**config.mk**
```make
export PLATFORM = sky130hd
export DESIGN_NAME = sha256_message_hash
export DESIGN_NICKNAME = d
export VERILOG_FILES = /design/src/design/sha256_pkg.sv /design/src/design/sha256_dp.sv /design/src/design/sha256_ctrl.sv /design/src/design/sha256_message_hash.sv
export VERILOG_INCLUDE_DIRS = /design/src /design/src/design
export SDC_FILE = /design/constraint.sdc
export NUM_CORES = 2
export LEC_CHECK = 0
export BUFFER_PORTS_ARGS = -buffer_cell sky130_fd_sc_hd__buf_4
export CAP_MARGIN = 20
export CORE_ASPECT_RATIO = 0.5
export CORE_UTILIZATION = 65
export CTS_CLUSTER_DIAMETER = 150
export DETAILED_ROUTE_END_ITERATION = 16
export GPL_TIMING_DRIVEN = 0
export HOLD_SLACK_MARGIN = 0.12
export PLACE_DENSITY = 0.84
export SLEW_MARGIN = 10
export SYNTH_ARGS = -nofsm -noshare
export SYNTH_HDL_FRONTEND = slang
export SYNTH_SLANG_ARGS = --single-unit
```
**constraint.sdc**
```tcl
create_clock -name clock -period 20 [get_ports clock]
set_clock_uncertainty 0.05 [all_clocks]
set_input_delay 4 -clock clock [delete_from_list [all_inputs] [get_ports clock]]
set_output_delay 4 -clock clock [all_outputs]
set_load 0.01 [all_outputs]
```
**src/design/assert_macros.svh**
```systemverilog
// Assertion helpers used by the design module sha256_ctrl.
`ifndef ASSERT_MACROS_SVH
`define ASSERT_MACROS_SVH

// Same-cycle implication.
`define ASSERT_IMPLIES(label, clk, rst, ante, cons) \
   label: assert property (@(posedge clk) disable iff (rst) (ante) |-> (cons)) \
      else $error("assertion failed: implication");

// Next-cycle implication.
`define ASSERT_NEXT(label, clk, rst, ante, cons) \
   label: assert property (@(posedge clk) disable iff (rst) (ante) |=> (cons)) \
      else $error("assertion failed: next-cycle implication");

`endif

```
**src/design/sha256_pkg.sv**
```systemverilog
`default_nettype none

package sha256_pkg;

   localparam logic [2:0] SRC_DATA   = 3'd0;
   localparam logic [2:0] SRC_LAST   = 3'd1;
   localparam logic [2:0] SRC_PAD    = 3'd2;
   localparam logic [2:0] SRC_ZERO   = 3'd3;
   localparam logic [2:0] SRC_LEN_HI = 3'd4;
   localparam logic [2:0] SRC_LEN_LO = 3'd5;

   localparam logic [31:0] PAD_WORD = 32'h8000_0000;

   localparam logic [31:0] ROUND_K [64] = '{
      32'h428a2f98, 32'h71374491, 32'hb5c0fbcf, 32'he9b5dba5,
      32'h3956c25b, 32'h59f111f1, 32'h923f82a4, 32'hab1c5ed5,
      32'hd807aa98, 32'h12835b01, 32'h243185be, 32'h550c7dc3,
      32'h72be5d74, 32'h80deb1fe, 32'h9bdc06a7, 32'hc19bf174,
      32'he49b69c1, 32'hefbe4786, 32'h0fc19dc6, 32'h240ca1cc,
      32'h2de92c6f, 32'h4a7484aa, 32'h5cb0a9dc, 32'h76f988da,
      32'h983e5152, 32'ha831c66d, 32'hb00327c8, 32'hbf597fc7,
      32'hc6e00bf3, 32'hd5a79147, 32'h06ca6351, 32'h14292967,
      32'h27b70a85, 32'h2e1b2138, 32'h4d2c6dfc, 32'h53380d13,
      32'h650a7354, 32'h766a0abb, 32'h81c2c92e, 32'h92722c85,
      32'ha2bfe8a1, 32'ha81a664b, 32'hc24b8b70, 32'hc76c51a3,
      32'hd192e819, 32'hd6990624, 32'hf40e3585, 32'h106aa070,
      32'h19a4c116, 32'h1e376c08, 32'h2748774c, 32'h34b0bcb5,
      32'h391c0cb3, 32'h4ed8aa4a, 32'h5b9cca4f, 32'h682e6ff3,
      32'h748f82ee, 32'h78a5636f, 32'h84c87814, 32'h8cc70208,
      32'h90befffa, 32'ha4506ceb, 32'hbef9a3f7, 32'hc67178f2
   };

   localparam logic [31:0] INIT_HASH [8] = '{
      32'h6a09e667, 32'hbb67ae85, 32'h3c6ef372, 32'ha54ff53a,
      32'h510e527f, 32'h9b05688c, 32'h1f83d9ab, 32'h5be0cd19
   };

   typedef struct packed {
      logic       push;
      logic [2:0] src;
      logic       count;
      logic       load_work;
      logic       round;
      logic [5:0] round_idx;
      logic       fold;
      logic [2:0] out_idx;
      logic       restart;
   } sha_cmd_type;

   typedef struct packed {
      logic [3:0] fill;
      logic       last_full;
   } sha_status_type;

   function automatic logic [31:0] rotr(input logic [31:0] x, input int unsigned n);
      return (x >> n) | (x << (32 - n));
   endfunction

   function automatic logic [31:0] big_sigma0(input logic [31:0] x);
      return rotr(x, 2) ^ rotr(x, 13) ^ rotr(x, 22);
   endfunction

   function automatic logic [31:0] big_sigma1(input logic [31:0] x);
      return rotr(x, 6) ^ rotr(x, 11) ^ rotr(x, 25);
   endfunction

   function automatic logic [31:0] small_sigma0(input logic [31:0] x);
      return rotr(x, 7) ^ rotr(x, 18) ^ (x >> 3);
   endfunction

   function automatic logic [31:0] small_sigma1(input logic [31:0] x);
      return rotr(x, 17) ^ rotr(x, 19) ^ (x >> 10);
   endfunction

endpackage

`default_nettype wire

```
**src/design/sha256_dp.sv**
```systemverilog
`default_nettype none

module sha256_dp (
   input  wire logic                        clock,
   input  wire logic                        reset,
   input  wire logic [39:0]                 req_tdata,
   input  wire logic                        req_tlast,
   output logic [39:0]                      rsp_tdata,
   input  wire sha256_pkg::sha_cmd_type     cmd,
   output sha256_pkg::sha_status_type       status
);

   logic [31:0] hash_ff [8];
   logic [31:0] work_ff [8];
   logic [31:0] sched_ff [16];
   logic [3:0]  fill_ff;
   logic [63:0] bits_ff;
   logic [63:0] bits_in;

   logic [31:0] data_word;
   logic [2:0]  valid_bytes;
   logic [2:0]  nb_sat;
   logic [31:0] last_word;
   logic [31:0] push_word;
   logic [31:0] sched_new;
   logic [31:0] t1;
   logic [31:0] t2;
   logic [5:0]  add_bits;

   assign data_word   = req_tdata[31:0];
   assign valid_bytes = req_tdata[34:32];
   assign nb_sat      = (valid_bytes > 3'd4) ? 3'd4 : valid_bytes;

   always_comb begin
      case (nb_sat)
         3'd0:    last_word = 32'h8000_0000;
         3'd1:    last_word = {data_word[31:24], 24'h80_0000};
         3'd2:    last_word = {data_word[31:16], 16'h8000};
         3'd3:    last_word = {data_word[31:8], 8'h80};
         default: last_word = data_word;
      endcase
   end

   always_comb begin
      case (cmd.src)
         sha256_pkg::SRC_DATA:   push_word = data_word;
         sha256_pkg::SRC_LAST:   push_word = last_word;
         sha256_pkg::SRC_PAD:    push_word = sha256_pkg::PAD_WORD;
         sha256_pkg::SRC_LEN_HI: push_word = bits_ff[63:32];
         sha256_pkg::SRC_LEN_LO: push_word = bits_ff[31:0];
         default:                push_word = 32'h0;
      endcase
   end

   assign sched_new = sha256_pkg::small_sigma1(sched_ff[14]) + sched_ff[9]
                    + sha256_pkg::small_sigma0(sched_ff[1]) + sched_ff[0];

   assign t1 = work_ff[7] + sha256_pkg::big_sigma1(work_ff[4])
             + ((work_ff[4] & work_ff[5]) ^ (~work_ff[4] & work_ff[6]))
             + sha256_pkg::ROUND_K[cmd.round_idx] + sched_ff[0];
   assign t2 = sha256_pkg::big_sigma0(work_ff[0])
             + ((work_ff[0] & work_ff[1]) ^ (work_ff[0] & work_ff[2])
                ^ (work_ff[1] & work_ff[2]));

   assign add_bits = req_tlast ? {nb_sat, 3'b000} : 6'd32;

   always_comb begin
      bits_in = bits_ff;
      if (cmd.restart) begin
         bits_in = 64'h0;
      end else if (cmd.count) begin
         bits_in = bits_ff + {58'h0, add_bits};
      end
   end

   always_ff @(posedge clock) begin
      if (reset) begin
         for (int i = 0; i < 8; i++) begin
            hash_ff[i] <= sha256_pkg::INIT_HASH[i];
         end
         fill_ff <= 4'h0;
         bits_ff <= 64'h0;
      end else begin
         if (cmd.restart) begin
            for (int i = 0; i < 8; i++) begin
               hash_ff[i] <= sha256_pkg::INIT_HASH[i];
            end
         end else if (cmd.fold) begin
            for (int i = 0; i < 8; i++) begin
               hash_ff[i] <= hash_ff[i] + work_ff[i];
            end
         end
         if (cmd.push) begin
            fill_ff <= fill_ff + 4'h1;
         end
         bits_ff <= bits_in;
      end
   end

   always_ff @(posedge clock) begin
      if (cmd.push || cmd.round) begin
         for (int i = 0; i < 15; i++) begin
            sched_ff[i] <= sched_ff[i + 1];
         end
         sched_ff[15] <= cmd.push ? push_word : sched_new;
      end
      if (cmd.load_work) begin
         for (int i = 0; i < 8; i++) begin
            work_ff[i] <= hash_ff[i];
         end
      end else if (cmd.round) begin
         work_ff[0] <= t1 + t2;
         work_ff[1] <= work_ff[0];
         work_ff[2] <= work_ff[1];
         work_ff[3] <= work_ff[2];
         work_ff[4] <= work_ff[3] + t1;
         work_ff[5] <= work_ff[4];
         work_ff[6] <= work_ff[5];
         work_ff[7] <= work_ff[6];
      end
   end

   assign status.fill      = fill_ff;
   assign status.last_full = (valid_bytes >= 3'd4);

   assign rsp_tdata = {5'b0, cmd.out_idx, hash_ff[cmd.out_idx]};

endmodule

`default_nettype wire

```
**src/design/sha256_ctrl.sv**
```systemverilog
`default_nettype none

`include "assert_macros.svh"

module sha256_ctrl (
   input  wire logic                        clock,
   input  wire logic                        reset,
   input  wire logic                        req_tvalid,
   output logic                             req_tready,
   input  wire logic                        req_tlast,
   output logic                             rsp_tvalid,
   input  wire logic                        rsp_tready,
   output logic                             rsp_tlast,
   input  wire sha256_pkg::sha_status_type  status,
   output sha256_pkg::sha_cmd_type          cmd
);

   localparam logic [2:0] S_IDLE  = 3'd0;
   localparam logic [2:0] S_PAD   = 3'd1;
   localparam logic [2:0] S_ROUND = 3'd2;
   localparam logic [2:0] S_FOLD  = 3'd3;
   localparam logic [2:0] S_OUT   = 3'd4;

   logic [2:0] state_ff, state_in;
   logic [5:0] cnt_ff, cnt_in;
   logic       pad_ff, pad_in;
   logic       extra_ff, extra_in;
   logic       lenhi_ff, lenhi_in;
   logic       done_ff, done_in;
   logic       block_full;

   assign block_full = (status.fill == 4'hf);

   always_comb begin
      state_in      = state_ff;
      cnt_in        = cnt_ff;
      pad_in        = pad_ff;
      extra_in      = extra_ff;
      lenhi_in      = lenhi_ff;
      done_in       = done_ff;
      req_tready    = 1'b0;
      rsp_tvalid    = 1'b0;
      cmd           = '0;
      cmd.src       = sha256_pkg::SRC_ZERO;
      cmd.round_idx = cnt_ff;
      cmd.out_idx   = cnt_ff[2:0];
      case (state_ff)
         S_IDLE: begin
            req_tready = 1'b1;
            if (req_tvalid) begin
               cmd.push      = 1'b1;
               cmd.count     = 1'b1;
               cmd.src       = req_tlast ? sha256_pkg::SRC_LAST : sha256_pkg::SRC_DATA;
               cmd.load_work = block_full;
               pad_in        = req_tlast;
               extra_in      = req_tlast && status.last_full;
               lenhi_in      = 1'b0;
               done_in       = 1'b0;
               cnt_in        = 6'd0;
               if (block_full) begin
                  state_in = S_ROUND;
               end else if (req_tlast) begin
                  state_in = S_PAD;
               end
            end
         end
         S_PAD: begin
            cmd.push = 1'b1;
            if (extra_ff) begin
               cmd.src  = sha256_pkg::SRC_PAD;
               extra_in = 1'b0;
            end else if (status.fill == 4'he) begin
               cmd.src  = sha256_pkg::SRC_LEN_HI;
               lenhi_in = 1'b1;
            end else if (block_full && lenhi_ff) begin
               cmd.src = sha256_pkg::SRC_LEN_LO;
               done_in = 1'b1;
            end
            if (block_full) begin
               cmd.load_work = 1'b1;
               cnt_in        = 6'd0;
               state_in      = S_ROUND;
            end
         end
         S_ROUND: begin
            cmd.round = 1'b1;
            cnt_in    = cnt_ff + 6'd1;
            if (cnt_ff == 6'd63) begin
               state_in = S_FOLD;
            end
         end
         S_FOLD: begin
            cmd.fold = 1'b1;
            cnt_in   = 6'd0;
            if (done_ff) begin
               state_in = S_OUT;
            end else if (pad_ff) begin
               state_in = S_PAD;
            end else begin
               state_in = S_IDLE;
            end
         end
         S_OUT: begin
            rsp_tvalid = 1'b1;
            if (rsp_tready) begin
               cnt_in = cnt_ff + 6'd1;
               if (cnt_ff[2:0] == 3'd7) begin
                  cmd.restart = 1'b1;
                  cnt_in      = 6'd0;
                  pad_in      = 1'b0;
                  done_in     = 1'b0;
                  lenhi_in    = 1'b0;
                  state_in    = S_IDLE;
               end
            end
         end
         default: begin
            state_in = S_IDLE;
         end
      endcase
   end

   assign rsp_tlast = (cnt_ff[2:0] == 3'd7);

   always_ff @(posedge clock) begin
      if (reset) begin
         state_ff <= S_IDLE;
         cnt_ff   <= 6'd0;
         pad_ff   <= 1'b0;
         extra_ff <= 1'b0;
         lenhi_ff <= 1'b0;
         done_ff  <= 1'b0;
      end else begin
         state_ff <= state_in;
         cnt_ff   <= cnt_in;
         pad_ff   <= pad_in;
         extra_ff <= extra_in;
         lenhi_ff <= lenhi_in;
         done_ff  <= done_in;
      end
   end

   `ASSERT_IMPLIES(a_no_overlap, clock, reset, rsp_tvalid, !req_tready)
   `ASSERT_IMPLIES(a_full_loads, clock, reset, cmd.push && block_full, cmd.load_work)
   `ASSERT_NEXT(a_round_end, clock, reset, state_ff == S_ROUND && cnt_ff == 6'd63,
                state_ff == S_FOLD)
   `ASSERT_NEXT(a_out_end, clock, reset, rsp_tvalid && rsp_tready && rsp_tlast,
                state_ff == S_IDLE && status.fill == 4'h0)
   `ASSERT_IMPLIES(a_len_order, clock, reset, cmd.src == sha256_pkg::SRC_LEN_LO && cmd.push,
                   lenhi_ff && block_full)

endmodule

`default_nettype wire

```
**src/design/sha256_message_hash.sv**
```systemverilog
// Streaming SHA-256 hasher.
// req channel: one message word per item, first byte in tdata[31:24];
//   tlast marks the final word, whose valid byte count (0..4) sits in
//   tdata[34:32] and is ignored on earlier words.
// rsp channel: eight digest words H0..H7 after each final word, tdata[34:32]
//   giving the word index and tlast set on H7.
// The sixteenth word of a block starts the compression: one round per
//   cycle on a single round unit, 64 rounds followed by one fold step.
// After the final word the block pushes padding and the 64-bit length one
//   word per cycle and runs one or two more compressions; digest words
//   follow, one per cycle while rsp_tready is high.
// No new word is accepted while padding, compressing or emitting. A stalled
//   receiver holds the current digest word on the port. The next message
//   starts from the initial hash once H7 is taken.
// Reset (synchronous) loads the initial hash, clears the bit counter and
//   the word count, and leaves the block idle and ready.
`default_nettype none

module sha256_message_hash (
   input  wire logic        clock,
   input  wire logic        reset,
   input  wire logic        req_tvalid,
   output logic             req_tready,
   input  wire logic [39:0] req_tdata,  // data_word[31:0], valid_bytes[34:32], zero
   input  wire logic        req_tlast,
   output logic             rsp_tvalid,
   input  wire logic        rsp_tready,
   output logic [39:0]      rsp_tdata,  // digest_word[31:0], word_index[34:32], zero
   output logic             rsp_tlast
);

   sha256_pkg::sha_cmd_type    cmd;
   sha256_pkg::sha_status_type status;

   sha256_ctrl u_ctrl (
      .clock      (clock),
      .reset      (reset),
      .req_tvalid (req_tvalid),
      .req_tready (req_tready),
      .req_tlast  (req_tlast),
      .rsp_tvalid (rsp_tvalid),
      .rsp_tready (rsp_tready),
      .rsp_tlast  (rsp_tlast),
      .status     (status),
      .cmd        (cmd)
   );

   sha256_dp u_dp (
      .clock     (clock),
      .reset     (reset),
      .req_tdata (req_tdata),
      .req_tlast (req_tlast),
      .rsp_tdata (rsp_tdata),
      .cmd       (cmd),
      .status    (status)
   );

endmodule

`default_nettype wire

```
==> flow_metrics.py <==
metrics = {
    "worst_setup_path": {
        "cp_slowest_cell": "a31oi_1",
        "r2r-end": "u_dp.work_ff[0][31]",
        "path_class": "reg -> reg",
        "start_kind": "register",
        "r2r-start": "u_ctrl.cnt_ff[1]",
        "critical_path.max_stage_delay_ps": 880,
        "startpoint": "u_ctrl.cnt_ff[1]",
        "crit_path_end_kind": "register",
        "crit_arrival_ps": 13190,
        "crit_path_end": "u_dp.work_ff[0][31]",
        "ff2ff_path_depth": 36,
        "worstPathMaxFanout": 16,
        "required_ps": 20540,
        "r2r_setup_slack_ps": 7360,
    },
    "grt": {
        "grt_util_met1_pct": 60.2,
        "grt_max_degree": 71,
        "busiest_layer": "met2",
        "grt_pass1_vias": 52600,
        "grt_usage_pct": 45.9,
        "globalRouteMet2Util_pct": 65.5,
        "grt_overflow": 0,
        "grt_first_pass_wirelength_um": 356000,
        "use_met3_pct": 17.7,
        "antenna_found_initial": 21,
    },
    "placed_design": {
        "place.gp.congestion": 1.13,
        "dpl-instance-area_um2": 71800,
        "portBuffers": 77,
        "hpwl_um": 189000,
        "place_ws_ps": 8140,
    },
    "cts": {
        "cts_resized": 0,
        "cts_setup_buffers": 0,
        "cts_tree": "built",
        "insertion_delay_ps": 760,
        "clockRootBuffer": "clkbuf_16",
        "holdBufCountCts": 0,
        "cts_num_sinks": 1105,
        "h-tree-depth": 3,
        "cts_max_path_buffers": 3,
        "cts_buffers": 96,
        "cts.clk_slew.worst_paths_ps": 80,
    },
    "synth": {
        "ys.flop_type": "edfxtp_1",
        "synth_edf_count": 992,
        "ys_seq_area_share_pct": 46.5,
        "synth_cell_types": 88,
        "yosys_warnings": 0,
        "avgSynthCellArea_um2": 10.9,
        "syn_inst": 6306,
        "netlist_area_um2": 68900,
        "ys_ff_latch": 1105,
        "synth-async-reset-ratio_pct": 0,
    },
    "layout": {
        "fin_area_um2": 75100,
        "drive_above_1_share_pct": 7.58,
        "fin_nets": 7151,
        "area_delta_synth_final_pct": 9.01,
        "utilization_pct": 71.5,
    },
    "worst_hold_path": {
        "hold_class": "reg -> reg",
    },
    "routing": {
        "drc": 0,
        "via_count": 56200,
        "wl_per_cell_um": 31.1,
        "dr.pass1.iters": 6,
        "drtIter0Drc": 9497,
        "detail-route-antenna-nets": 0,
        "avgViaCountPerCell": 7.00,
        "wl_um": 249000,
    },
    "sta": {
        "fmax_mhz": 79.1,
        "slew_violations": 0,
        "setup_violations": 0,
        "setup_ws_ps": 7360,
        "rsz0062_at_grt": "no",
        "period_share_pct": 63.2,
        "worstMarginPinSlew_ps": 1340,
        "finalHoldViolCount": 0,
        "maxSlewHeadroom_pct": 10.7,
        "period_minus_slack_ps": 12640,
    },
    "floorplanning": {
        "rows": 84,
        "fp.dieW_um": 462,
        "start_util_pct": 65.6,
        "fp.coreArea_um2": 105000,
        "fp.dieH_um": 232,
        "dieArea_um2": 107000,
        "io_pins": 88,
    },
    "power_and_ir_drop": {
        "vdd_drop_max_mv": 0.343,
        "power_density_nw_per_um2": 134,
        "power.leakage_nw": 28.2,
    },
    "job": {
        "maxCapViolCount": 0,
    },
    "run_status": {
        "outcome": "finished, final reports clean",
    },
}
## critical path: cells and delay by family, from the launching register on
kind	cells	cell delay, ps
AOI/OAI and AO/OA	18	5590
and+or+nand+nor	2	180
adders and majority gates	8	3270
xor gates and xnor gates	2	620
buffers and inverters	6	2020
DFF	1	720
## cell families after synthesis
group | count (synthesis) | synth area share [%]
simple gates | 1822 | 11.9
compound gates | 1381 | 12.8
flops | 1105 | 46.5
fa+ha+maj | 617 | 13.3
xor+xnor | 585 | 7.48
buf+inv | 558 | 3.09
mux | 237 | 4.94
other cells | 1 | 0.00544
## where the power goes
group / internal (W) / total [W] / switching (W)
logic: 0.00186 / 0.00497 / 0.00310
registers: 0.00286 / 0.00308 / 0.000215
clock network: 0.00105 / 0.00200 / 0.000955
total: 0.00577 / 0.0100 / 0.00427
## how the worst min path moves through the flow
| stage | from | end | slack (ps) | cells after the start |
|---|---|---|---|---|
| after global routing | u_dp.sched_ff[15][14] | u_dp.sched_ff[14][14] | 370 | 0 |
| after floorplan | u_dp.sched_ff[11][0] | u_dp.sched_ff[10][0] | 350 | 0 |
| after detailed placement | u_dp.sched_ff[13][14] | u_dp.sched_ff[12][14] | 350 | 0 |
| after CTS | u_dp.sched_ff[8][19] | u_dp.sched_ff[7][19] | 360 | 0 |
| after global placement | u_dp.sched_ff[4][24] | u_dp.sched_ff[3][24] | 350 | 0 |
| final | u_dp.sched_ff[7][21] | u_dp.sched_ff[6][21] | 360 | 0 |
## routing by layer
layer  part of all wire (%)  up-vias
li1                       -    23300
met1                     36    27100
met2                     41     4768
met3                     16      964
met4                    6.6       14
met5                   0.13        -
## cell usage after synthesis (23+ instances only)
library cell / number / area (um^2)
o21a_1: 58 / 435
edfxtp_1: 992 / 29800
o21bai_1: 42 / 315
maj3_1: 23 / 230
nand2b_1: 84 / 526
clkbuf_1: 227 / 852
nand3_1: 89 / 445
inv_1: 291 / 1090
and3_1: 46 / 288
nand4_1: 36 / 225
fa_1: 196 / 3920
nor2_1: 372 / 1400
mux2i_1: 54 / 541
buf_1: 28 / 105
a21o_1: 170 / 1280
ha_1: 398 / 4980
dfxtp_1: 113 / 2260
xnor2_1: 382 / 3350
a211oi_1: 72 / 541
o21ai_0: 331 / 1660
o211ai_1: 26 / 195
xor2_1: 201 / 1760
and2_1: 28 / 175
nand2_1: 841 / 3160
mux4_2: 71 / 1600
or3_1: 61 / 382
nor2b_1: 73 / 457
a21oi_1: 376 / 1880
mux2_2: 112 / 1260
nor3_1: 112 / 561
a211o_1: 23 / 201
a31oi_1: 47 / 294
o22ai_1: 23 / 144
## sequential cells by signal, summed over array words and instances (netlist names), named ones only
register and count:
u_dp.sched_ff 512, u_dp.hash_ff 256, u_dp.work_ff 256, u_dp.bits_ff 61
u_ctrl.cnt_ff 6, u_dp.fill_ff 4, u_ctrl.state_ff 3, u_ctrl.done_ff 1
u_ctrl.extra_ff 1, u_ctrl.lenhi_ff 1, u_ctrl.pad_ff 1
## stage by stage
| step | hold WS (ps) | power, W | TNS [ps] | std cells |
|---|---|---|---|---|
| floorplan | 350 | 0.00626 | 0 | 6310 |
| global placement | 350 | 0.00744 | -577160 | 7806 |
| detailed placement | 355 | 0.00761 | 0 | 7829 |
| CTS | 362 | 0.00974 | 0 | 8008 |
| global route | 372 | 0.0103 | 0 | 8013 |
| finish | 362 | 0.0100 | 0 | 8019 |
## cell type report
type | count | area [um^2]
diodes | 7 | 17.5
plain buffers | 265 | 1040
clock buffers | 117 | 2530
clock inverters | 62 | 716
fillers | 7318 | 30000
inverters | 293 | 1110
multi-input cells | 4647 | 34800
flip-flops and latches | 1105 | 32100
well taps | 1419 | 1780
repair buffers | 104 | 1100
## cell usage in the layout (no fill, tap or decap), types with 47 or more instances in the layout
| cell type | count |
|---|---|
| edfxtp_1 | 992 |
| nand2_1 | 839 |
| ha_1 | 398 |
| xnor2_1 | 382 |
| a21oi_1 | 376 |
| nor2_1 | 371 |
| o21ai_0 | 330 |
| inv_1 | 289 |
| clkbuf_1 | 233 |
| xor2_1 | 201 |
| fa_1 | 196 |
| a21o_1 | 170 |
| dfxtp_1 | 113 |
| nor3_1 | 112 |
| mux2_2 | 112 |
| clkbuf_16 | 96 |
| nand3_1 | 89 |
| buf_4 | 86 |
| nand2b_1 | 84 |
| nor2b_1 | 73 |
| a211oi_1 | 72 |
| mux4_2 | 71 |
| or3_1 | 61 |
| o21a_1 | 58 |
| mux2i_1 | 54 |
| a31oi_1 | 47 |
Note: power is estimated with default switching activity, not from simulation.
